`config.mk`:
```
export PLATFORM = sky130hd
export DESIGN_NAME = slip_frame_decoder_unit
export DESIGN_NICKNAME = d
export VERILOG_FILES = /design/src/rtl/sfd_pkg.sv /design/src/rtl/sfd_front.sv /design/src/rtl/sfd_queue.sv /design/src/rtl/sfd_back.sv /design/src/rtl/slip_frame_decoder_unit.sv
export SDC_FILE = /design/constraint.sdc
export NUM_CORES = 1
export LEC_CHECK = 0
export ABC_AREA = 1
export BUFFER_PORTS_ARGS = -buffer_cell sky130_fd_sc_hd__buf_2
export CAP_MARGIN = 20
export CORE_MARGIN = 10
export CORE_UTILIZATION = 44
export CTS_BUF_LIST = sky130_fd_sc_hd__clkbuf_4
export DETAILED_ROUTE_END_ITERATION = 8
export SLEW_MARGIN = 15
export SYNTH_ARGS = -nofsm -noshare
export SYNTH_HDL_FRONTEND = slang
export SYNTH_SLANG_ARGS = --single-unit
```
`constraint.sdc`:
```
create_clock -name clk -period 4.9 [get_ports clk]
set_input_delay 1.225 -clock clk [delete_from_list [all_inputs] [get_ports clk]]
set_output_delay 1.225 -clock clk [all_outputs]
set_load 0.005 [all_outputs]
```
`src/rtl/sfd_pkg.sv`:
```
// Shared types and constants for the SLIP frame decoder.
// No dependencies; used by every other file of the block.
`default_nettype none
package sfd_pkg;

  localparam int MAX_FRAME = 1024;
  localparam int CNT_W     = 11;
  localparam int OFF_W     = 10;

  localparam int QDEPTH = 2;
  localparam int QPTR_W = (QDEPTH > 1) ? $clog2(QDEPTH) : 1;
  localparam int QCNT_W = $clog2(QDEPTH + 1);

  localparam logic [7:0]  END_CODE     = 8'hC0;
  localparam logic [7:0]  ESC_CODE     = 8'hDB;
  localparam logic [7:0]  ESC_END_CODE = 8'hDC;
  localparam logic [7:0]  ESC_ESC_CODE = 8'hDD;
  localparam logic [47:0] CLIENT_WORD  = {8'h43, 8'h4C, 8'h49, 8'h45, 8'h4E, 8'h54};

  localparam logic [15:0] GAP_THRESHOLD_RESET = 16'd100;

  typedef struct packed {
    logic [7:0]  rx_byte;
    logic [15:0] tick;
    logic        is_end;
    logic        is_esc;
    logic        is_esc_end;
    logic        is_esc_esc;
  } sfd_item_t;

  typedef struct packed {
    logic             data_valid;
    logic [7:0]       data_byte;
    logic [OFF_W-1:0] data_offset;
    logic             byte_dropped;
    logic             frame_done;
    logic [CNT_W-1:0] frame_length;
    logic             send_client_reply;
  } sfd_result_t;

endpackage
`default_nettype wire

```
`src/rtl/sfd_front.sv`:
```
// Front end: accepts raw items and tags SLIP control codes.
// Depends on sfd_pkg; feeds sfd_queue.
`default_nettype none
module sfd_front (
  input  wire logic              item_valid,
  output logic                   item_stall,
  input  wire logic [7:0]        rx_byte,
  input  wire logic [15:0]       tick,
  input  wire logic              q_full,
  output logic                   push,
  output sfd_pkg::sfd_item_t     push_item
);

  assign item_stall = q_full;
  assign push       = item_valid && !q_full;

  always_comb begin
    push_item.rx_byte    = rx_byte;
    push_item.tick       = tick;
    push_item.is_end     = (rx_byte == sfd_pkg::END_CODE);
    push_item.is_esc     = (rx_byte == sfd_pkg::ESC_CODE);
    push_item.is_esc_end = (rx_byte == sfd_pkg::ESC_END_CODE);
    push_item.is_esc_esc = (rx_byte == sfd_pkg::ESC_ESC_CODE);
  end

endmodule
`default_nettype wire

```
`src/rtl/sfd_queue.sv`:
```
// Short item queue between front and back ends.
// Depends on sfd_pkg for depth and entry type.
`default_nettype none
module sfd_queue (
  input  wire logic               clk,
  input  wire logic               rst,
  input  wire logic               push,
  input  wire sfd_pkg::sfd_item_t push_item,
  output logic                    full,
  input  wire logic               pop,
  output logic                    head_valid,
  output sfd_pkg::sfd_item_t      head_item
);

  sfd_pkg::sfd_item_t                mem [sfd_pkg::QDEPTH];
  logic [sfd_pkg::QPTR_W-1:0]        wr_ptr;
  logic [sfd_pkg::QPTR_W-1:0]        rd_ptr;
  logic [sfd_pkg::QCNT_W-1:0]        count;

  assign full       = (count == sfd_pkg::QCNT_W'(sfd_pkg::QDEPTH));
  assign head_valid = (count != '0);
  assign head_item  = mem[rd_ptr];

  always_ff @(posedge clk) begin
    if (push) begin
      mem[wr_ptr] <= push_item;
    end
  end

  always_ff @(posedge clk) begin
    if (rst) begin
      wr_ptr <= '0;
      rd_ptr <= '0;
      count  <= '0;
    end else begin
      if (push) begin
        wr_ptr <= (wr_ptr == sfd_pkg::QPTR_W'(sfd_pkg::QDEPTH - 1)) ? '0
                                                                    : wr_ptr + 1'b1;
      end
      if (pop) begin
        rd_ptr <= (rd_ptr == sfd_pkg::QPTR_W'(sfd_pkg::QDEPTH - 1)) ? '0
                                                                    : rd_ptr + 1'b1;
      end
      case ({push, pop})
        2'b10:   count <= count + 1'b1;
        2'b01:   count <= count - 1'b1;
        default: count <= count;
      endcase
    end
  end

endmodule
`default_nettype wire

```
`src/rtl/sfd_back.sv`:
```
// Back end: unescaping, frame counting, CLIENT detection, result register.
// Depends on sfd_pkg; drains sfd_queue.
`default_nettype none
module sfd_back (
  input  wire logic               clk,
  input  wire logic               rst,
  input  wire logic               cfg_valid,
  output logic                    cfg_ready,
  input  wire logic [15:0]        cfg_data,
  input  wire logic               head_valid,
  input  wire sfd_pkg::sfd_item_t head_item,
  output logic                    pop,
  output logic                    res_valid,
  input  wire logic               res_stall,
  output sfd_pkg::sfd_result_t    res
);

  logic [15:0]               gap_threshold;
  logic                      escape_pending;
  logic [sfd_pkg::CNT_W-1:0] byte_count;
  logic [15:0]               last_frame_tick;
  logic [47:0]               recent_bytes;

  logic                      escape_pending_next;
  logic [sfd_pkg::CNT_W-1:0] byte_count_next;
  logic [15:0]               last_frame_tick_next;
  logic [47:0]               recent_bytes_next;
  sfd_pkg::sfd_result_t      res_next;

  logic [15:0] gap;
  logic        detect;
  logic [47:0] hist;
  logic [7:0]  dec;
  logic        store;

  assign cfg_ready = 1'b1;
  assign pop       = head_valid && (!res_valid || !res_stall);

  always_comb begin
    gap    = head_item.tick - last_frame_tick;
    detect = (gap > gap_threshold);
    hist   = {recent_bytes[39:0], head_item.rx_byte};

    escape_pending_next  = escape_pending;
    byte_count_next      = byte_count;
    last_frame_tick_next = last_frame_tick;
    recent_bytes_next    = detect ? hist : recent_bytes;
    res_next             = '0;
    res_next.send_client_reply = detect && (hist == sfd_pkg::CLIENT_WORD);

    dec   = head_item.rx_byte;
    store = 1'b0;
    if (escape_pending) begin
      escape_pending_next = 1'b0;
      if (head_item.is_esc_end) begin
        dec = sfd_pkg::END_CODE;
      end else if (head_item.is_esc_esc) begin
        dec = sfd_pkg::ESC_CODE;
      end
      store = 1'b1;
    end else if (head_item.is_end) begin
      last_frame_tick_next = head_item.tick;
      if (byte_count != '0) begin
        res_next.frame_done   = 1'b1;
        res_next.frame_length = byte_count;
      end
      byte_count_next = '0;
    end else if (head_item.is_esc) begin
      escape_pending_next = 1'b1;
    end else begin
      store = 1'b1;
    end

    if (store) begin
      if (byte_count < sfd_pkg::CNT_W'(sfd_pkg::MAX_FRAME)) begin
        res_next.data_valid  = 1'b1;
        res_next.data_byte   = dec;
        res_next.data_offset = byte_count[sfd_pkg::OFF_W-1:0];
        byte_count_next      = byte_count + 1'b1;
      end else begin
        res_next.byte_dropped = 1'b1;
      end
    end
  end

  always_ff @(posedge clk) begin
    if (rst) begin
      gap_threshold   <= sfd_pkg::GAP_THRESHOLD_RESET;
      escape_pending  <= 1'b0;
      byte_count      <= '0;
      last_frame_tick <= '0;
      recent_bytes    <= '0;
      res_valid       <= 1'b0;
    end else begin
      if (cfg_valid && cfg_ready) begin
        gap_threshold <= cfg_data;
      end
      if (pop) begin
        escape_pending  <= escape_pending_next;
        byte_count      <= byte_count_next;
        last_frame_tick <= last_frame_tick_next;
        recent_bytes    <= recent_bytes_next;
        res_valid       <= 1'b1;
      end else if (!res_stall) begin
        res_valid <= 1'b0;
      end
    end
  end

  always_ff @(posedge clk) begin
    if (pop) begin
      res <= res_next;
    end
  end

endmodule
`default_nettype wire

```
`src/rtl/slip_frame_decoder_unit.sv`:
```
// Top level of the SLIP frame decoder: front end, item queue, back end.
// Depends on sfd_pkg, sfd_front, sfd_queue, sfd_back.
//
// Receive-side SLIP deframer. Each accepted item (rx_byte, tick) yields
// exactly one result: an unescaped data byte with its frame offset, a drop
// flag once a frame holds MAX_FRAME bytes, a frame-done report with the
// length on an unescaped END ending a non-empty frame, and a CLIENT reply
// request on the word CLIENT while the tick gap since the last END exceeds
// the threshold register. Throughput is one item per clock unless
// result_stall holds results; the escape flag, byte count and history are
// registered with each result. Items pass the two-entry queue, then the
// result register. No clearing pass follows reset. The threshold register
// resets to 100 and is written through cfg_valid/cfg_data, always ready.
`default_nettype none
module slip_frame_decoder_unit (
  input  wire logic                        clk,
  input  wire logic                        rst,
  input  wire logic                        cfg_valid,
  output logic                             cfg_ready,
  input  wire logic [15:0]                 cfg_data,
  input  wire logic                        item_valid,
  output logic                             item_stall,
  input  wire logic [7:0]                  rx_byte,
  input  wire logic [15:0]                 tick,
  output logic                             result_valid,
  input  wire logic                        result_stall,
  output logic                             data_valid,
  output logic [7:0]                       data_byte,
  output logic [sfd_pkg::OFF_W-1:0]        data_offset,
  output logic                             byte_dropped,
  output logic                             frame_done,
  output logic [sfd_pkg::CNT_W-1:0]        frame_length,
  output logic                             send_client_reply
);

  logic                 push;
  logic                 q_full;
  logic                 pop;
  logic                 head_valid;
  sfd_pkg::sfd_item_t   push_item;
  sfd_pkg::sfd_item_t   head_item;
  sfd_pkg::sfd_result_t res;

  sfd_front u_front (
    .item_valid (item_valid),
    .item_stall (item_stall),
    .rx_byte    (rx_byte),
    .tick       (tick),
    .q_full     (q_full),
    .push       (push),
    .push_item  (push_item)
  );

  sfd_queue u_queue (
    .clk        (clk),
    .rst        (rst),
    .push       (push),
    .push_item  (push_item),
    .full       (q_full),
    .pop        (pop),
    .head_valid (head_valid),
    .head_item  (head_item)
  );

  sfd_back u_back (
    .clk        (clk),
    .rst        (rst),
    .cfg_valid  (cfg_valid),
    .cfg_ready  (cfg_ready),
    .cfg_data   (cfg_data),
    .head_valid (head_valid),
    .head_item  (head_item),
    .pop        (pop),
    .res_valid  (result_valid),
    .res_stall  (result_stall),
    .res        (res)
  );

  assign data_valid        = res.data_valid;
  assign data_byte         = res.data_byte;
  assign data_offset       = res.data_offset;
  assign byte_dropped      = res.byte_dropped;
  assign frame_done        = res.frame_done;
  assign frame_length      = res.frame_length;
  assign send_client_reply = res.send_client_reply;

endmodule
`default_nettype wire

```
==> impl_metrics.py <==
metrics = {
    "run_status": {
        "status": "finished clean",
    },
    "routing": {
        "vias_per_cell": 4.85,
        "highest-signal-layer": "met4",
        "dr.pass1.iters": 6,
        "ant_nets": 0,
        "drt_iter0_drc": 352,
        "wl_met2_um": 7690,
        "num_vias": 6266,
        "wirelength_um": 17400,
        "drc_errors": 0,
        "m1WireLength_um": 8820,
        "dr_wl_met3_um": 781,
        "wl_per_cell_um": 13.4,
    },
    "synthesis": {
        "yosysSeqAreaShare_pct": 53.1,
        "async_flop_share_pct": 0,
        "synthFlopType": "dfxtp_1",
        "yosysWarnings": 0,
        "syn_area_per_cell_um2": 8.62,
        "netlist_area_um2": 8430,
        "ys_ff_latch": 179,
        "netlist_instances": 978,
        "synth_area_leaders": "edfxtp_1 32%, dfxtp_1 21%, nand2_1 9.0%",
        "synth_cell_types": 45,
        "yosysTopAreaCellShare_pct": 31.7,
        "synth_area_leader_cell": "edfxtp_1",
        "synth_edf_count": 89,
        "syn_nets": 1059,
    },
    "sta": {
        "drv_slew": 0,
        "rsz0062_at_grt": "no",
        "worstMarginPinSlew_ns": 0.916,
        "slew_headroom_pct": 39.0,
        "hold_viol_final": 0,
        "period_share_pct": 85.4,
        "fin_skew_ns": 0.0214,
        "setup_viol": 0,
        "period_needed_ns": 4.19,
        "finalSetupTns_ns": 0,
        "fmax_mhz": 239,
    },
    "setup_path": {
        "slowest_delay_ns": 0.42,
        "path_cells": "buf_4, mux2i_1, ha_1, inv_1, fa_1, nand3_1, nand3_1, a21oi_1, o21bai_1, nand2_1, nand2_1, nand2_1, nand2_1, ha_1, nand4_1, nor2_1, nand4_1, buf_4, nand3_1, buf_4, nand2_1, inv_1, nor2_1",
        "slowest_stage": "fa_1",
        "crit_path_frequent_cell": "nand2_1",
        "cp.arrival_ns": 4.65,
        "critical_path_class": "reg -> reg",
        "cp-start-kind": "flip-flop",
        "cp_data_required_time_ns": 5.36,
        "reg2reg_depth": 23,
        "crit_fanout": 42,
        "worstSetupEndpointType": "flip-flop",
    },
    "floorplanning": {
        "core-area_um2": 18800,
        "num_rows": 50,
        "io_pins": 81,
        "initial_core_util_pct": 44.9,
        "die_area_um2": 25100,
        "die_h_um": 158,
        "die_x_um": 158,
    },
    "clock_network": {
        "cts-resized-gates": 0,
        "root_buffer": "clkbuf_4",
        "clk_path_buf_depth": 2,
        "hold_buffers": 0,
        "cts_setup_buffers": 0,
        "cts_made_buffers": 17,
        "cts_htree_levels": 4,
        "cts.sinks": 179,
        "cts_tree": "built",
        "insertion_delay_ns": 0.56,
        "clk_pin_slew_ns": 0.14,
    },
    "finish": {
        "final_cell_mix": "201 x nand2_1, 157 x inv_1, 98 x nor2_1",
        "nets": 1126,
        "layout_commonest_cell": "nand2_1",
        "area_delta_synth_final_pct": 9.61,
        "fin_area_um2": 9240,
        "final_layout_size_suffix_gt1_share_pct": 12.9,
    },
    "grt": {
        "grt_pass1_vias": 5977,
        "grt_use_total_pct": 14.4,
        "grt_max_degree": 58,
        "overflow": 0,
        "grt_pass1_wl_um": 29100,
        "antenna_found_initial": 1,
    },
    "place": {
        "io_buffers": 79,
        "place_area_um2": 9000,
        "place_hpwl_um": 12300,
        "gp_congestion": 0.817,
    },
    "min_path": {
        "hold_depth": 2,
        "hold_path_class": "reg -> reg",
    },
    "power_and_ir_drop": {
        "pwr_density_cell_nw_per_um2": 668,
        "p_leak_nw": 4.02,
        "irDropWorstVdd_v": 0.000450,
    },
    "run": {
        "drv_cap": 0,
    },
}
-- state kept, by name, indices dropped and copies added, names as in the netlist, named ones only --
| register | flops |
|---|---|
| u_queue.wr_ptr | 1 |
| u_back.recent_bytes | 40 |
| u_queue.mem | 56 |
| u_back.escape_pending | 1 |
| u_back.res | 33 |
| u_back.byte_count | 11 |
| u_back.gap_threshold | 16 |
| u_back.last_frame_tick | 16 |
| u_queue.count | 2 |
| u_queue.rd_ptr | 1 |
| u_back.res_valid | 1 |
-- metrics by stage --
stage                     cells  utilization [%]  hold WS, ns  total power, mW  setup slack, ns
after floorplan             978                -        0.426             4.73             1.46
after global placement     1260             47.9        0.435             5.46            0.729
after detailed placement   1260             47.9        0.452             5.50            0.703
after CTS                  1292             49.2        0.468             6.24            0.665
after global routing       1293             49.2        0.492             6.90            0.126
final                      1293             49.2        0.466             6.17            0.713
-- final timing paths --
kind	start	end	slack, ns
setup reg to reg	flip-flop	u_back.recent_bytes[32]$_SDFFE_PP0P_	0.71
setup / recovery	flip-flop	u_back.recent_bytes[32]$_SDFFE_PP0P_	0.71
hold reg to reg	u_back.last_frame_tick[13]$_SDFFE_PP0P_	u_back.last_frame_tick[13]$_SDFFE_PP0P_	0.47
hold / removal	u_back.last_frame_tick[13]$_SDFFE_PP0P_	u_back.last_frame_tick[13]$_SDFFE_PP0P_	0.47
-- cells in the mapped netlist (16+ instances only) --
cell type and number:
nor2_1 100, nor3_1 16, ha_1 35, nand3_1 17, a21oi_1 63, dfxtp_1 90, inv_1 158, nand4_1 52
clkbuf_1 18, edfxtp_1 89, o21ai_0 50, nand2_1 201
-- power by group --
part / internal [mW] / total, mW / switching (mW)
registers: 1.98 / 2.09 / 0.109
clock network: 0.209 / 0.724 / 0.514
logic: 1.16 / 3.36 / 2.20
-- area by class of cell --
type / count / area (um2)
Fill cell: 1856 / 9530
Sequential cell: 179 / 4470
Multi-Input combinational cell: 599 / 3170
Inverter: 161 / 606
Timing Repair Buffer: 87 / 455
Tap cell: 234 / 293
Clock buffer: 18 / 135
Clock inverter: 14 / 104
Antenna cell: 1 / 2.50
-- metal layers --
metal,up-vias,GRT usage (%)
met5,-,0
met1,2800,20.3
met2,122,21.7
met3,2,3.29
li1,3342,-
met4,0,4.10
-- kinds of logic (layout without fill, tap and decap cells) --
kind of cell	after synthesis	count (layout)	share of synthesized area (%)
mux	6	6	0.713
xor+xnor	11	11	1.14
other cells	1	2	0.0445
compound gates	136	136	8.79
flops	179	179	53.1
simple gates	409	409	21.3
buf+inv	200	280	9.44
fa+ha+maj	36	36	5.43
-- critical path: cells and delay by family (launching register included) --
family / cells / cell delay (ns)
AO/OA/AOI/OAI: 2 / 0.36
adder cells (fa/ha/maj): 3 / 0.87
buffers and inverters: 5 / 1.12
flip-flops: 1 / 0.36
multiplexers: 1 / 0.30
AND/OR/NAND/NOR: 12 / 1.09
Power figures use the tool's default switching activity.
